===== config.mk =====
export PLATFORM = sky130hd
export DESIGN_NAME = temp_sensor_moving_average_unit
export DESIGN_NICKNAME = d
export VERILOG_FILES = /design/src/hdl/tsma_pkg.sv /design/src/hdl/temp_sensor_moving_average_unit.sv /design/src/hdl/tsma_ram.sv /design/src/hdl/tsma_div.sv
export SDC_FILE = /design/constraint.sdc
export NUM_CORES = 1
export LEC_CHECK = 0
export BUFFER_PORTS_ARGS = -buffer_cell sky130_fd_sc_hd__buf_4
export CORE_ASPECT_RATIO = 0.6
export CORE_MARGIN = 3
export CORE_UTILIZATION = 45
export CTS_BUF_LIST = sky130_fd_sc_hd__clkbuf_8
export DETAILED_ROUTE_END_ITERATION = 10
export PLACE_DENSITY = 0.58
export SYNTH_ARGS = -nofsm -noshare
export SYNTH_HDL_FRONTEND = slang
export SYNTH_HIERARCHICAL = 1
export SYNTH_SLANG_ARGS = --single-unit

===== constraint.sdc =====
create_clock -name clk -period 12.8 [get_ports clk]
set_input_delay 0.64 -clock clk [delete_from_list [all_inputs] [get_ports clk]]
set_output_delay 0.64 -clock clk [all_outputs]
set_load 0.05 [all_outputs]

===== src/hdl/tsma_pkg.sv =====
// shared constants for the temperature sensor moving average unit
package tsma_pkg;

    // adc code and result field widths
    localparam int CODE_W = 12;
    localparam int TEMP_W = 16;
    localparam int USED_W = 4;

    // code to degrees: (OFFSET_CODE - code) / 5 + BASE_DEG
    localparam int OFFSET_CODE = 1774;
    localparam int BASE_DEG = 25;

    // floor(m / 5) == (m * RECIP_DIV5) >> RECIP_SHIFT for every 12-bit m
    localparam int RECIP_DIV5 = 52429;
    localparam int RECIP_W = 16;
    localparam int RECIP_SHIFT = 18;
    localparam int QUOT5_W = 9;

    localparam int WINDOW_DEF = 8;

endpackage


===== src/hdl/temp_sensor_moving_average_unit.sv =====
// temperature sensor moving average: top level with sequencer and running sum
//
// One beat on the input channel carries a 12-bit sensor adc code in raw_code.
// The code is turned into degrees, stored in a ring of WINDOW entries, and the
// floor of the mean of the entries filled so far leaves as one output beat
// (avg_temp, with samples_used = entries averaged, masked to 4 bits).
// Both channels use valid/stall; a beat moves when valid is high and stall low.
// An item goes through the convert, adjust and update states and then the
// bit-serial divider by the fill count before output valid rises;
// in_stall stays high for that whole time, so one item is in flight at once.
// A new input beat is taken only after the previous item has left the finish
// state and loaded the output register.
// The result sits in an output register: while out_stall holds it, the next
// input beat is still taken and that item waits at the end of its division
// until the register is free.
// Reset clears the running sum, write pointer and fill count; the ring itself
// is not cleared, since entries are read back only after being written.
module temp_sensor_moving_average_unit
    import tsma_pkg::*;
#(
    parameter int WINDOW = WINDOW_DEF
) (
    input  logic              clk,
    input  logic              rst_n,
    input  logic              in_valid,
    output logic              in_stall,
    input  logic [CODE_W-1:0] raw_code,
    output logic              out_valid,
    input  logic              out_stall,
    output logic [TEMP_W-1:0] avg_temp,
    output logic [USED_W-1:0] samples_used
);

    localparam int PTR_W = (WINDOW > 1) ? $clog2(WINDOW) : 1;
    localparam int CNT_W = $clog2(WINDOW + 1);
    localparam int SUM_W = TEMP_W + $clog2(WINDOW);
    localparam int PROD_W = CODE_W + RECIP_W;

    typedef enum logic [2:0] {
        ST_IDLE,
        ST_CONV,
        ST_ADJ,
        ST_UPD,
        ST_DIV,
        ST_FIN
    } state_t;

    state_t              state_reg;
    logic [CODE_W-1:0]   code_reg;
    logic [QUOT5_W-1:0]  q5_reg;
    logic                neg_reg;
    logic [TEMP_W-1:0]   temp_reg;
    logic [SUM_W-1:0]    sum_reg;
    logic [PTR_W-1:0]    pos_reg;
    logic [CNT_W-1:0]    fill_reg;
    logic                div_start_reg;
    logic                out_valid_reg;
    logic [TEMP_W-1:0]   avg_reg;
    logic [USED_W-1:0]   used_reg;

    logic                in_fire;
    logic                full;
    logic                out_free;
    logic signed [CODE_W:0] diff;
    logic [CODE_W-1:0]   mag;
    logic [PROD_W-1:0]   prod;
    logic [TEMP_W-1:0]   temp_next;
    logic [SUM_W-1:0]    sum_next;
    logic [TEMP_W-1:0]   old_temp;
    logic                div_done;
    logic [SUM_W-1:0]    div_quo;

    assign in_fire  = in_valid && !in_stall;
    assign full     = (fill_reg == CNT_W'(WINDOW));
    assign out_free = !out_valid_reg || !out_stall;

    // code to degrees, magnitude divided by 5 through a reciprocal multiply
    always_comb
    begin
        diff = (CODE_W + 1)'(OFFSET_CODE) - $signed({1'b0, code_reg});
        mag  = diff[CODE_W] ? CODE_W'(-diff) : diff[CODE_W-1:0];
        prod = PROD_W'(mag) * PROD_W'(RECIP_DIV5);
        temp_next = neg_reg ? TEMP_W'(BASE_DEG) - TEMP_W'(q5_reg)
                            : TEMP_W'(BASE_DEG) + TEMP_W'(q5_reg);
        sum_next = sum_reg - (full ? SUM_W'(old_temp) : '0) + SUM_W'(temp_reg);
    end

    tsma_ram #(
        .WIDTH (TEMP_W),
        .DEPTH (WINDOW)
    ) u_ring (
        .clk     (clk),
        .wr_en   (state_reg == ST_UPD),
        .wr_addr (pos_reg),
        .wr_data (temp_reg),
        .rd_en   (in_fire),
        .rd_addr (pos_reg),
        .rd_data (old_temp)
    );

    tsma_div #(
        .DIVIDEND_W (SUM_W),
        .DIVISOR_W  (CNT_W)
    ) u_div (
        .clk      (clk),
        .rst_n    (rst_n),
        .start    (div_start_reg),
        .dividend (sum_reg),
        .divisor  (fill_reg),
        .done     (div_done),
        .quotient (div_quo)
    );

    always_ff @(posedge clk or negedge rst_n)
    begin
        if (!rst_n)
        begin
            state_reg     <= ST_IDLE;
            code_reg      <= '0;
            q5_reg        <= '0;
            neg_reg       <= 1'b0;
            temp_reg      <= '0;
            sum_reg       <= '0;
            pos_reg       <= '0;
            fill_reg      <= '0;
            div_start_reg <= 1'b0;
            out_valid_reg <= 1'b0;
            avg_reg       <= '0;
            used_reg      <= '0;
        end
        else
        begin
            // divider starts the cycle after the sum and fill count settle
            div_start_reg <= (state_reg == ST_UPD);
            // the finish state reloads the output register itself once it is free
            if (out_valid_reg && !out_stall && state_reg != ST_FIN)
            begin
                out_valid_reg <= 1'b0;
            end
            unique case (state_reg)
                ST_IDLE:
                begin
                    if (in_fire)
                    begin
                        code_reg  <= raw_code;
                        state_reg <= ST_CONV;
                    end
                end
                ST_CONV:
                begin
                    q5_reg    <= prod[RECIP_SHIFT +: QUOT5_W];
                    neg_reg   <= diff[CODE_W];
                    state_reg <= ST_ADJ;
                end
                ST_ADJ:
                begin
                    temp_reg  <= temp_next;
                    state_reg <= ST_UPD;
                end
                ST_UPD:
                begin
                    sum_reg <= sum_next;
                    if (pos_reg == PTR_W'(WINDOW - 1))
                    begin
                        pos_reg  <= '0;
                        fill_reg <= CNT_W'(WINDOW);
                    end
                    else
                    begin
                        pos_reg <= pos_reg + 1'b1;
                        if (!full)
                        begin
                            fill_reg <= CNT_W'(pos_reg) + 1'b1;
                        end
                    end
                    state_reg <= ST_DIV;
                end
                ST_DIV:
                begin
                    if (div_done)
                    begin
                        state_reg <= ST_FIN;
                    end
                end
                ST_FIN:
                begin
                    if (out_free)
                    begin
                        out_valid_reg <= 1'b1;
                        avg_reg       <= div_quo[TEMP_W-1:0];
                        used_reg      <= USED_W'({{USED_W{1'b0}}, fill_reg});
                        state_reg     <= ST_IDLE;
                    end
                end
                default:
                begin
                    state_reg <= ST_IDLE;
                end
            endcase
        end
    end

    assign in_stall     = (state_reg != ST_IDLE);
    assign out_valid    = out_valid_reg;
    assign avg_temp     = avg_reg;
    assign samples_used = used_reg;

    // fill count never passes the window
    assert property (@(posedge clk) disable iff (!rst_n)
        fill_reg <= CNT_W'(WINDOW))
        else $error("fill count beyond window");

    // during warm-up the write pointer tracks the fill count
    assert property (@(posedge clk) disable iff (!rst_n)
        !full |-> (CNT_W'(pos_reg) == fill_reg))
        else $error("write pointer out of step with fill count");

    // divider finishes only while the sequencer waits on it
    assert property (@(posedge clk) disable iff (!rst_n)
        div_done |-> (state_reg == ST_DIV))
        else $error("divider done outside divide state");

    // a new result never overwrites one still held by the receiver
    assert property (@(posedge clk) disable iff (!rst_n)
        (out_valid_reg && out_stall && state_reg == ST_FIN) |=> (state_reg == ST_FIN))
        else $error("result loaded over a stalled beat");

endmodule


===== src/hdl/tsma_ram.sv =====
// generic single-port-write ram with registered read
module tsma_ram #(
    parameter int WIDTH = 16,
    parameter int DEPTH = 8
) (
    input  logic                                    clk,
    input  logic                                    wr_en,
    input  logic [(DEPTH > 1 ? $clog2(DEPTH) : 1)-1:0] wr_addr,
    input  logic [WIDTH-1:0]                        wr_data,
    input  logic                                    rd_en,
    input  logic [(DEPTH > 1 ? $clog2(DEPTH) : 1)-1:0] rd_addr,
    output logic [WIDTH-1:0]                        rd_data
);

    logic [WIDTH-1:0] mem [DEPTH];

    always_ff @(posedge clk)
    begin
        if (wr_en)
        begin
            mem[wr_addr] <= wr_data;
        end
        if (rd_en)
        begin
            rd_data <= mem[rd_addr];
        end
    end

endmodule


===== src/hdl/tsma_div.sv =====
// restoring divider, one quotient bit per cycle
module tsma_div #(
    parameter int DIVIDEND_W = 19,
    parameter int DIVISOR_W = 4
) (
    input  logic                  clk,
    input  logic                  rst_n,
    input  logic                  start,
    input  logic [DIVIDEND_W-1:0] dividend,
    input  logic [DIVISOR_W-1:0]  divisor,
    output logic                  done,
    output logic [DIVIDEND_W-1:0] quotient
);

    localparam int STEP_W = (DIVIDEND_W > 1) ? $clog2(DIVIDEND_W) : 1;

    logic                  busy_reg;
    logic                  done_reg;
    logic [STEP_W-1:0]     step_reg;
    logic [DIVISOR_W-1:0]  rem_reg;
    logic [DIVIDEND_W-1:0] quo_reg;
    logic [DIVISOR_W-1:0]  dvs_reg;

    logic [DIVISOR_W:0]    trial;
    logic [DIVISOR_W:0]    trial_diff;
    logic                  fits;
    logic [DIVISOR_W-1:0]  rem_next;
    logic [DIVIDEND_W-1:0] quo_next;

    always_comb
    begin
        trial      = {rem_reg, quo_reg[DIVIDEND_W-1]};
        trial_diff = trial - {1'b0, dvs_reg};
        fits       = (trial >= {1'b0, dvs_reg});
        rem_next   = fits ? trial_diff[DIVISOR_W-1:0] : trial[DIVISOR_W-1:0];
        quo_next   = {quo_reg[DIVIDEND_W-2:0], fits};
    end

    always_ff @(posedge clk or negedge rst_n)
    begin
        if (!rst_n)
        begin
            busy_reg <= 1'b0;
            done_reg <= 1'b0;
            step_reg <= '0;
            rem_reg  <= '0;
            quo_reg  <= '0;
            dvs_reg  <= '0;
        end
        else
        begin
            done_reg <= 1'b0;
            if (start)
            begin
                busy_reg <= 1'b1;
                step_reg <= '0;
                rem_reg  <= '0;
                quo_reg  <= dividend;
                dvs_reg  <= divisor;
            end
            else if (busy_reg)
            begin
                rem_reg  <= rem_next;
                quo_reg  <= quo_next;
                step_reg <= step_reg + 1'b1;
                if (step_reg == STEP_W'(DIVIDEND_W - 1))
                begin
                    busy_reg <= 1'b0;
                    done_reg <= 1'b1;
                end
            end
        end
    end

    assign done     = done_reg;
    assign quotient = quo_reg;

endmodule


After elaboration in Yosys (flattened, before gate mapping)
Memory sizes are Yosys's and may differ from the RTL's. A register that Yosys moved wholly into a read port is not among the register bits. Index checks and enable logic that the tools add are counted.

Add/sub/neg operators: 10. Multipliers: 1. Order comparisons: 1. Eq/ne operators: 13. Multiplexer cells: 28. Reduce and logical (&&, ||, !) cells: 14.

Operator list (count): two-way mux 19 bit (2); two-way mux 16 bit (2); multiplier 12 x 16 -> 27 bit, second input constant (1); two-way mux 4 bit (5); adder 19 x 16 -> 19 bit (1); subtractor 19 x 16 -> 19 bit (1); case mux 3 bit (6 select lines) (1); subtractor 11 x 12 -> 13 bit, first input constant (1); two-way mux 12 bit (1); two-way mux 3 bit (4); negation 12 bit (1); two-way mux 1 bit (11); adder 5 x 9 -> 10 bit, first input constant (1); two-way mux 5 bit (2); subtractor 5 x 9 -> 10 bit, first input constant (1); equality test 3 bit, second input constant (3); equality test 3 x 2 -> 1 bit, second input constant (2); AND reduction 2 bit (3); adder 5 x 1 -> 5 bit, second input constant (1); equality test 5 bit, second input constant (1); >= comparator 5 x 4 -> 1 bit (1); adder 3 x 1 -> 4 bit, second input constant (1); equality test 4 bit, second input constant (1); != test 2 x 1 -> 1 bit, second input constant (2); other kinds (12) (17).

Register bits: 123. Memory bits (writable): 128. Input port bits: 16. Output and inout port bits: 22. Word-level logic and storage cells: 86. Memories: 1.

Memory list: u_ring.mem (depth 8, bits a word 16, read ports 1, clocked after Yosys merged registers in 1, write ports 1, line tsma_ram.sv:15) `logic [WIDTH-1:0] mem [DEPTH];`.

Depth between registers and ports, before layout
Gate-level depths: netlist of run 1.

Word-level depth: 6. Mapped depth: 27. Gate-level depth less buffers: 26.

Cells and area by module
Netlist of run 1, hierarchy kept.

By module, submodules not included: temp_sensor_moving_average_unit (instances 1, cells each 892, area each 8132.8 µm², seq. area each 2102.0 µm²); tsma_ram (instances 1, cells each 214, area each 5454.0 µm², seq. area each 4324.1 µm²); tsma_div (instances 1, cells each 168, area each 1721.7 µm², seq. area each 850.8 µm²).

Least setup slack after synthesis of run 1
OpenSTA, ideal clock, no wires.

Path kind: register to register. Start point: reg code_reg[1]. End point: reg q5_reg[5]. Library setup time: 0.117 ns. Arrival: 6.313 ns. Required time: 12.683 ns. Setup slack: 6.370 ns. Stages on the path, launching flop included: 26. Path buffers: 1. Period minus slack after synthesis: 6.430 ns. Cells stage by stage: dfrtp_1 > ha_1 > buf_4 > nand3_4 > or4b_4 > a21oi_2 > o21ai_2 > o31ai_4 > xnor2_1 > inv_1 > ha_1 > inv_1 > fa_1 > fa_1 > inv_1 > fa_1 > fa_1 > inv_1 > ha_1 > and3_1 > a22o_1 > a211oi_1 > and4bb_1 > or4_1 > nand3_1 > nand2_1.

Longest elaborated chain between the ends: 4.

Ends and longest elaborated chain: start, declared (line temp_sensor_moving_average_unit.sv:49) `logic [CODE_W-1:0] code_reg;`; start signal, assigned (line temp_sensor_moving_average_unit.sv:145) `code_reg <= raw_code;`; subtractor 11 x 12 -> 13 bit * (line temp_sensor_moving_average_unit.sv:80) `diff = (CODE_W + 1)'(OFFSET_CODE) - $signed({1'b0, code_reg});`; negation 12 bit (line temp_sensor_moving_average_unit.sv:81) `mag = diff[CODE_W] ? CODE_W'(-diff) : diff[CODE_W-1:0];`; two-way mux 12 bit * (line temp_sensor_moving_average_unit.sv:81); multiplier 12 x 16 -> 27 bit * (line temp_sensor_moving_average_unit.sv:82) `prod = PROD_W'(mag) * PROD_W'(RECIP_DIV5);`; end signal, assigned (line temp_sensor_moving_average_unit.sv:151) `q5_reg <= prod[RECIP_SHIFT +: QUOT5_W];`; end, declared (line temp_sensor_moving_average_unit.sv:50) `logic [QUOT5_W-1:0] q5_reg;`.

Every way passes the cells marked *; elsewhere a longest branch is shown, timed or not. A chain may end at the register's enable or synchronous reset.

Worst setup path in the final report of run 1
Start point: reg code_reg[0]. End point: reg q5_reg[8].

Same word-level chain as after synthesis.

==> results of run 1 <==
-- synth_stat cells, drive strengths merged, types with 6 or more instances --
master / instances
inv: 187
edfxtp: 144
dfrtp: 118
nand2: 113
ha: 105
o21ai: 79
fa: 59
nor2: 46
mux2: 44
a21oi: 34
mux4: 32
xnor2: 31
xor2: 24
mux2i: 23
a21o: 22
buf: 22
and2: 21
clkbuf: 20
nand3: 15
nor3: 11
a31oi: 10
o31ai: 10
and3: 9
a211oi: 8
nand2b: 8
or3: 8
a311oi: 7
or2: 6
-- per-stage QoR --
step | worst slack (ns) | area [um^2]
finish | 5.31 | 16800
global route | 4.85 | 16800
CTS | 5.32 | 16800
detailed placement | 5.39 | 16100
global placement | 5.50 | 16100
floorplan | 6.37 | 15300
-- logic make-up (layout without fill, tap and decap cells) --
logic type                 Yosys count  after routing  synth area share
AOI/OAI and AO/OA                  204            204            0.0866
xor gates and xnor gates            55             55            0.0315
muxes                               99             99             0.101
DFF                                262            262             0.475
buffers and inverters              230            315            0.0598
adders and majority gates          164            164             0.163
and+or+nand+nor                    260            260            0.0824
-- worst max-delay path by stage --
stage	start	to	slack [ns]	cells after the start
5_1_grt	code_reg[0]$_DFFE_PN0P_	q5_reg[8]$_DFFE_PN0P_	4.85	22
6_report	code_reg[0]$_DFFE_PN0P_	q5_reg[8]$_DFFE_PN0P_	5.31	22
3_3_place_gp	code_reg[0]$_DFFE_PN0P_	q5_reg[8]$_DFFE_PN0P_	5.50	22
4_1_cts	code_reg[0]$_DFFE_PN0P_	q5_reg[8]$_DFFE_PN0P_	5.32	22
2_1_floorplan	code_reg[1]$_DFFE_PN0P_	q5_reg[5]$_DFFE_PN0P_	6.37	25
3_5_place_dp	code_reg[0]$_DFFE_PN0P_	q5_reg[8]$_DFFE_PN0P_	5.39	22
-- layout by cell type, fill, tap and decap left out, types with 8 or more instances in the layout --
master    count
nand3_1      14
ha_1        105
xor2_1       24
nand2b_1      8
and2_1       21
nor2_1       45
clkbuf_8     41
xnor2_1      31
a21oi_1      31
inv_1       202
mux4_1       28
dfrtp_1     117
a31oi_1      10
mux2i_1      23
nand2_1     113
o21ai_0      77
a21o_1       22
a211oi_1      8
edfxtp_1    144
buf_4        55
mux2_2       44
fa_1         59
nor3_1        9
and3_1        9
-- metal layers --
metal | share of wire | global-route usage | vias to the layer above
li1 | - | - | 4574
met1 | 0.54 | 0.312 | 4726
met2 | 0.40 | 0.259 | 199
met3 | 0.048 | 0.0345 | 37
met4 | 0.012 | 0.0368 | 0
met5 | 0 | 0 | -
-- final cells by class --
cell class	instances	area share
sequential	262	0.433
multi-input combinational	782	0.425
inverter	188	0.0420
clock buffer	41	0.0335
tap	450	0.0335
timing repair buffer	55	0.0245
clock inverter	31	0.00915
==> results.json, run 1 <==
{
  "die_w_um": 244,
  "reg2regPathDepth": 22,
  "nets": 1509,
  "root_buffer": "clkbuf_8",
  "syn_area_per_cell_um2": 12.0,
  "postCtsResizedCells": 0,
  "synth_top_cell_area_share": 0.282,
  "port_buffers": 37,
  "gp_congestion": 0.860,
  "cts_tree": "yes",
  "instances_no_fill": 1809,
  "fin_crit_sh": 0.585,
  "async_flop_share": 0.450,
  "cpMostUsedCell": "fa_1",
  "rr_endpoint": "q5_reg[8]$_DFFE_PN0P_",
  "end_kind": "register",
  "clkTransAtPathRegs_ns": 0.07,
  "synth.largest_area_cell": "edfxtp_1",
  "rsz0062_at_grt": "false",
  "worst_pin_slew_ns": 1.11,
  "multiInputGateArea_mm2": 0.00714,
  "slowest_stage": "xnor2_1",
  "ant_nets": 0,
  "worstHoldPathType": "input port to asynchronous set/reset pin",
  "via_count": 9536,
  "r2r_setup_slack_ns": 5.31,
  "initial_core_util": 0.464,
  "antenna_found_initial": 0,
  "die_y_um": 149,
  "dp_cells": 1737,
  "numCtsBuffers": 40,
  "synth_edf_count": 144,
  "detail_route.first_pass.iterations": 5,
  "synth_area_leaders": "edfxtp_1 (28%), dfrtp_1 (19%), ha_1 (8.6%)",
  "start_kind": "register",
  "yosysWarnings": 6,
  "slew_headroom": 0.256,
  "cp_cell_sequence": "ha_1 > a31oi_1 > nor2_1 > nor2_1 > o21bai_1 > nand2_1 > xnor2_1 > ha_1 > inv_1 > fa_1 > fa_1 > fa_1 > fa_1 > inv_1 > ha_1 > a21o_1 > a22o_1 > a211oi_1 > and4bb_1 > o311ai_1 > a21o_1 > a31oi_1",
  "fin_crit_ns": 7.49,
  "cap_violations": 0,
  "track_usage": 0.190,
  "syn_nets": 1454,
  "dieArea_mm2": 0.0363,
  "post-cts-setup-buffer-count": 0,
  "grt_pass1_wl_um": 53900,
  "drive_above_1_share": 0.133,
  "fmax_ghz": 0.134,
  "routed_wl_um": 33200,
  "nFillCells": 2934,
  "critical_path.max_stage_delay_ns": 0.61,
  "critical-path-top-delay-family": "adder cells",
  "hold_viol": 0,
  "utilization": 0.510,
  "setup_tns_ns": 0,
  "yosys.cell_types.count": 74,
  "r2r-start": "code_reg[0]$_DFFE_PN0P_",
  "clkLatencyLatePin_ns": 0.57,
  "clk_path_buf_depth": 3,
  "worst-setup-path-type": "register to register",
  "ios": 38,
  "grt_overflow": 0,
  "path_buf_inv": 2,
  "maxSlewViolCount": 0,
  "cp.arrival_ns": 7.90,
  "grt_pass1_vias": 9588,
  "postSynthCellCount": 1274,
  "setup_viol": 0,
  "drt-initial-drc-count": 720,
  "diodes": 0,
  "drc": 0,
  "largest_reg_flops": 128,
  "netlist_area_mm2": 0.0153,
  "regArea_mm2": 0.00728,
  "syn_to_final_growth_pct": 9.88,
  "status": "completed",
  "core_mm2": 0.0330,
  "synth-seq-area-share": 0.475,
  "avgRoutedWirePerCell_um": 18.3,
  "hold_slack_ns": 0.204,
  "grt_max_degree": 71,
  "cts_sinks": 262,
  "rows": 51,
  "via_per_inst": 5.27,
  "fin_skew_ns": 0.0233,
  "dp_hpwl_um": 23700,
  "htree_levels": 2,
  "yosys_register_bits": 262,
  "cp_max_fo": 13,
  "required_ns": 13.21,
  "ys.flop_type": "edfxtp_1",
  "ctsHoldBuffers": 0
}
Power of run 1 is left out: the tool's default activity adds up to more than one toggle a clock period on the data nets, which glitch-free logic cannot reach.
==> run 2, diff against run 1 <==
clock period = 7.7 ns   (was 12.8 ns; I/O delays follow)
==> results.json, run 2 (synthesis results as in run 1) <==
{
  "gp_congestion": 0.844,
  "drive_above_1_share": 0.133,
  "regArea_mm2": 0.00728,
  "grt_pass1_vias": 9456,
  "critical_path.max_stage_delay_ns": 0.59,
  "cts_tree": "yes",
  "grt_max_degree": 70,
  "detail_route.first_pass.iterations": 4,
  "fmax_ghz": 0.137,
  "start_kind": "register",
  "grt_overflow": 0,
  "end_kind": "register",
  "worstHoldPathType": "input port to register",
  "via_count": 9394,
  "die_y_um": 149,
  "nets": 1514,
  "status": "completed",
  "rows": 51,
  "maxSlewViolCount": 0,
  "die_w_um": 244,
  "cp_max_fo": 13,
  "fin_crit_ns": 7.31,
  "slowest_stage": "fa_1",
  "dp_hpwl_um": 23400,
  "rsz0062_at_grt": "false",
  "r2r_setup_slack_ns": 0.39,
  "cp_cell_sequence": "ha_1 > nand3_4 > or4b_4 > a21oi_2 > o21ai_2 > o31ai_4 > xnor2_1 > inv_1 > ha_1 > inv_1 > fa_1 > fa_1 > inv_1 > fa_1 > fa_1 > inv_1 > ha_1 > and3_1 > a22o_1 > a211oi_1 > and4bb_1 > o311ai_1 > a21o_1 > a31oi_1",
  "final_common_cell": "inv_1",
  "cts_sinks": 262,
  "worst-setup-path-type": "register to register",
  "numCtsBuffers": 40,
  "drc": 0,
  "diodes": 0,
  "nFillCells": 2921,
  "via_per_inst": 5.18,
  "ant_nets": 0,
  "cp.arrival_ns": 7.70,
  "routed_wl_um": 32500,
  "fin_skew_ns": 0.0214,
  "ios": 38,
  "drt-initial-drc-count": 619,
  "grt_pass1_wl_um": 53400,
  "multiInputGateArea_mm2": 0.00714,
  "slew_headroom": 0.316,
  "syn_to_final_growth_pct": 10.2,
  "setup_viol": 0,
  "port_buffers": 37,
  "htree_levels": 2,
  "worst_pin_slew_ns": 1.02,
  "final_cell_mix": "inv_1 (200), edfxtp_1 (144), dfrtp_1 (117)",
  "hold_viol": 0,
  "avgRoutedWirePerCell_um": 17.9,
  "setup_tns_ns": 0,
  "dieArea_mm2": 0.0363,
  "track_usage": 0.187,
  "antenna_found_initial": 0,
  "largest_reg_flops": 128,
  "fin_crit_sh": 0.949,
  "initial_core_util": 0.464,
  "root_buffer": "clkbuf_8",
  "clkLatencyLatePin_ns": 0.55,
  "required_ns": 8.09,
  "post-cts-setup-buffer-count": 0,
  "cap_violations": 0,
  "core_mm2": 0.0330,
  "clkTransAtPathRegs_ns": 0.07,
  "clk_path_buf_depth": 3
}
## run 2: cell count changes in the layout (fill, tap and decap cells not counted), moves of 2 or more
cell | previous run | this run
clkinv_2 | 7 | 3
clkinv_1 | 4 | 9
clkbuf_8 | 41 | 45
clkinvlp_4 | 3 | 1
inv_1 | 202 | 200
buf_4 | 55 | 59
## run 2: worst max-delay path: cells and delay by family (launching register included)
kind	cells	cell delay [ns]
flip-flops	1	0.58
AO/OA/AOI/OAI	8	1.70
buffers and inverters	4	0.27
adder cells (fa/ha/maj)	7	3.23
XOR/XNOR	1	0.22
AND/OR/NAND/NOR	4	1.15
## run 2: through the flow
step	cells	util	instance area [um^2]	hold slack, ns	worst slack, ns
after floorplan	1274	-	15300	0.0894	1.27
after global placement	1741	0.489	16100	0.492	0.535
after detailed placement	1741	0.489	16100	0.498	0.436
after CTS	1813	0.511	16900	0.00162	0.386
after global routing	1813	0.511	16900	0.0153	0.0218
final	1813	0.511	16900	0.0425	0.389
## run 2: final cells by class
cell class,count,share of cell area
timing repair buffer,60,0.0268
tap,450,0.0334
sequential,262,0.431
inverter,188,0.0418
multi-input combinational,782,0.423
clock inverter,26,0.00653
clock buffer,45,0.0367
## run 2: layer usage
layer	GRT usage	routed length [um]	up-vias
li1	-	-	4584
met1	0.308	17500	4593
met2	0.256	13000	174
met3	0.0314	1530	43
met4	0.0347	441	0
met5	0	0	-
## run 2: repair_timing
| item | CTS | global route |
|---|---|---|
| hold endpoints to repair | 68 | 0 |
| hold buffers | 1 | 0 |
| resized for setup | 0 | 0 |
## run 2: path summary, 6_finish.rpt
kind	start	to	cells after the start
setup / recovery	code_reg[0]$_DFFE_PN0P_	q5_reg[8]$_DFFE_PN0P_	24
hold / removal	raw_code[6]	code_reg[6]$_DFFE_PN0P_	3
setup reg to reg	code_reg[0]$_DFFE_PN0P_	q5_reg[8]$_DFFE_PN0P_	24
hold reg to reg	avg_temp[9]$_DFFE_PN0P_	avg_temp[9]$_DFFE_PN0P_	1
max in group asynchronous	rst_n	q5_reg[1]$_DFFE_PN0P_	3
min in group asynchronous	rst_n	sum_reg[14]$_DFFE_PN0P_	2
Power of run 2 is left out for the same reason.
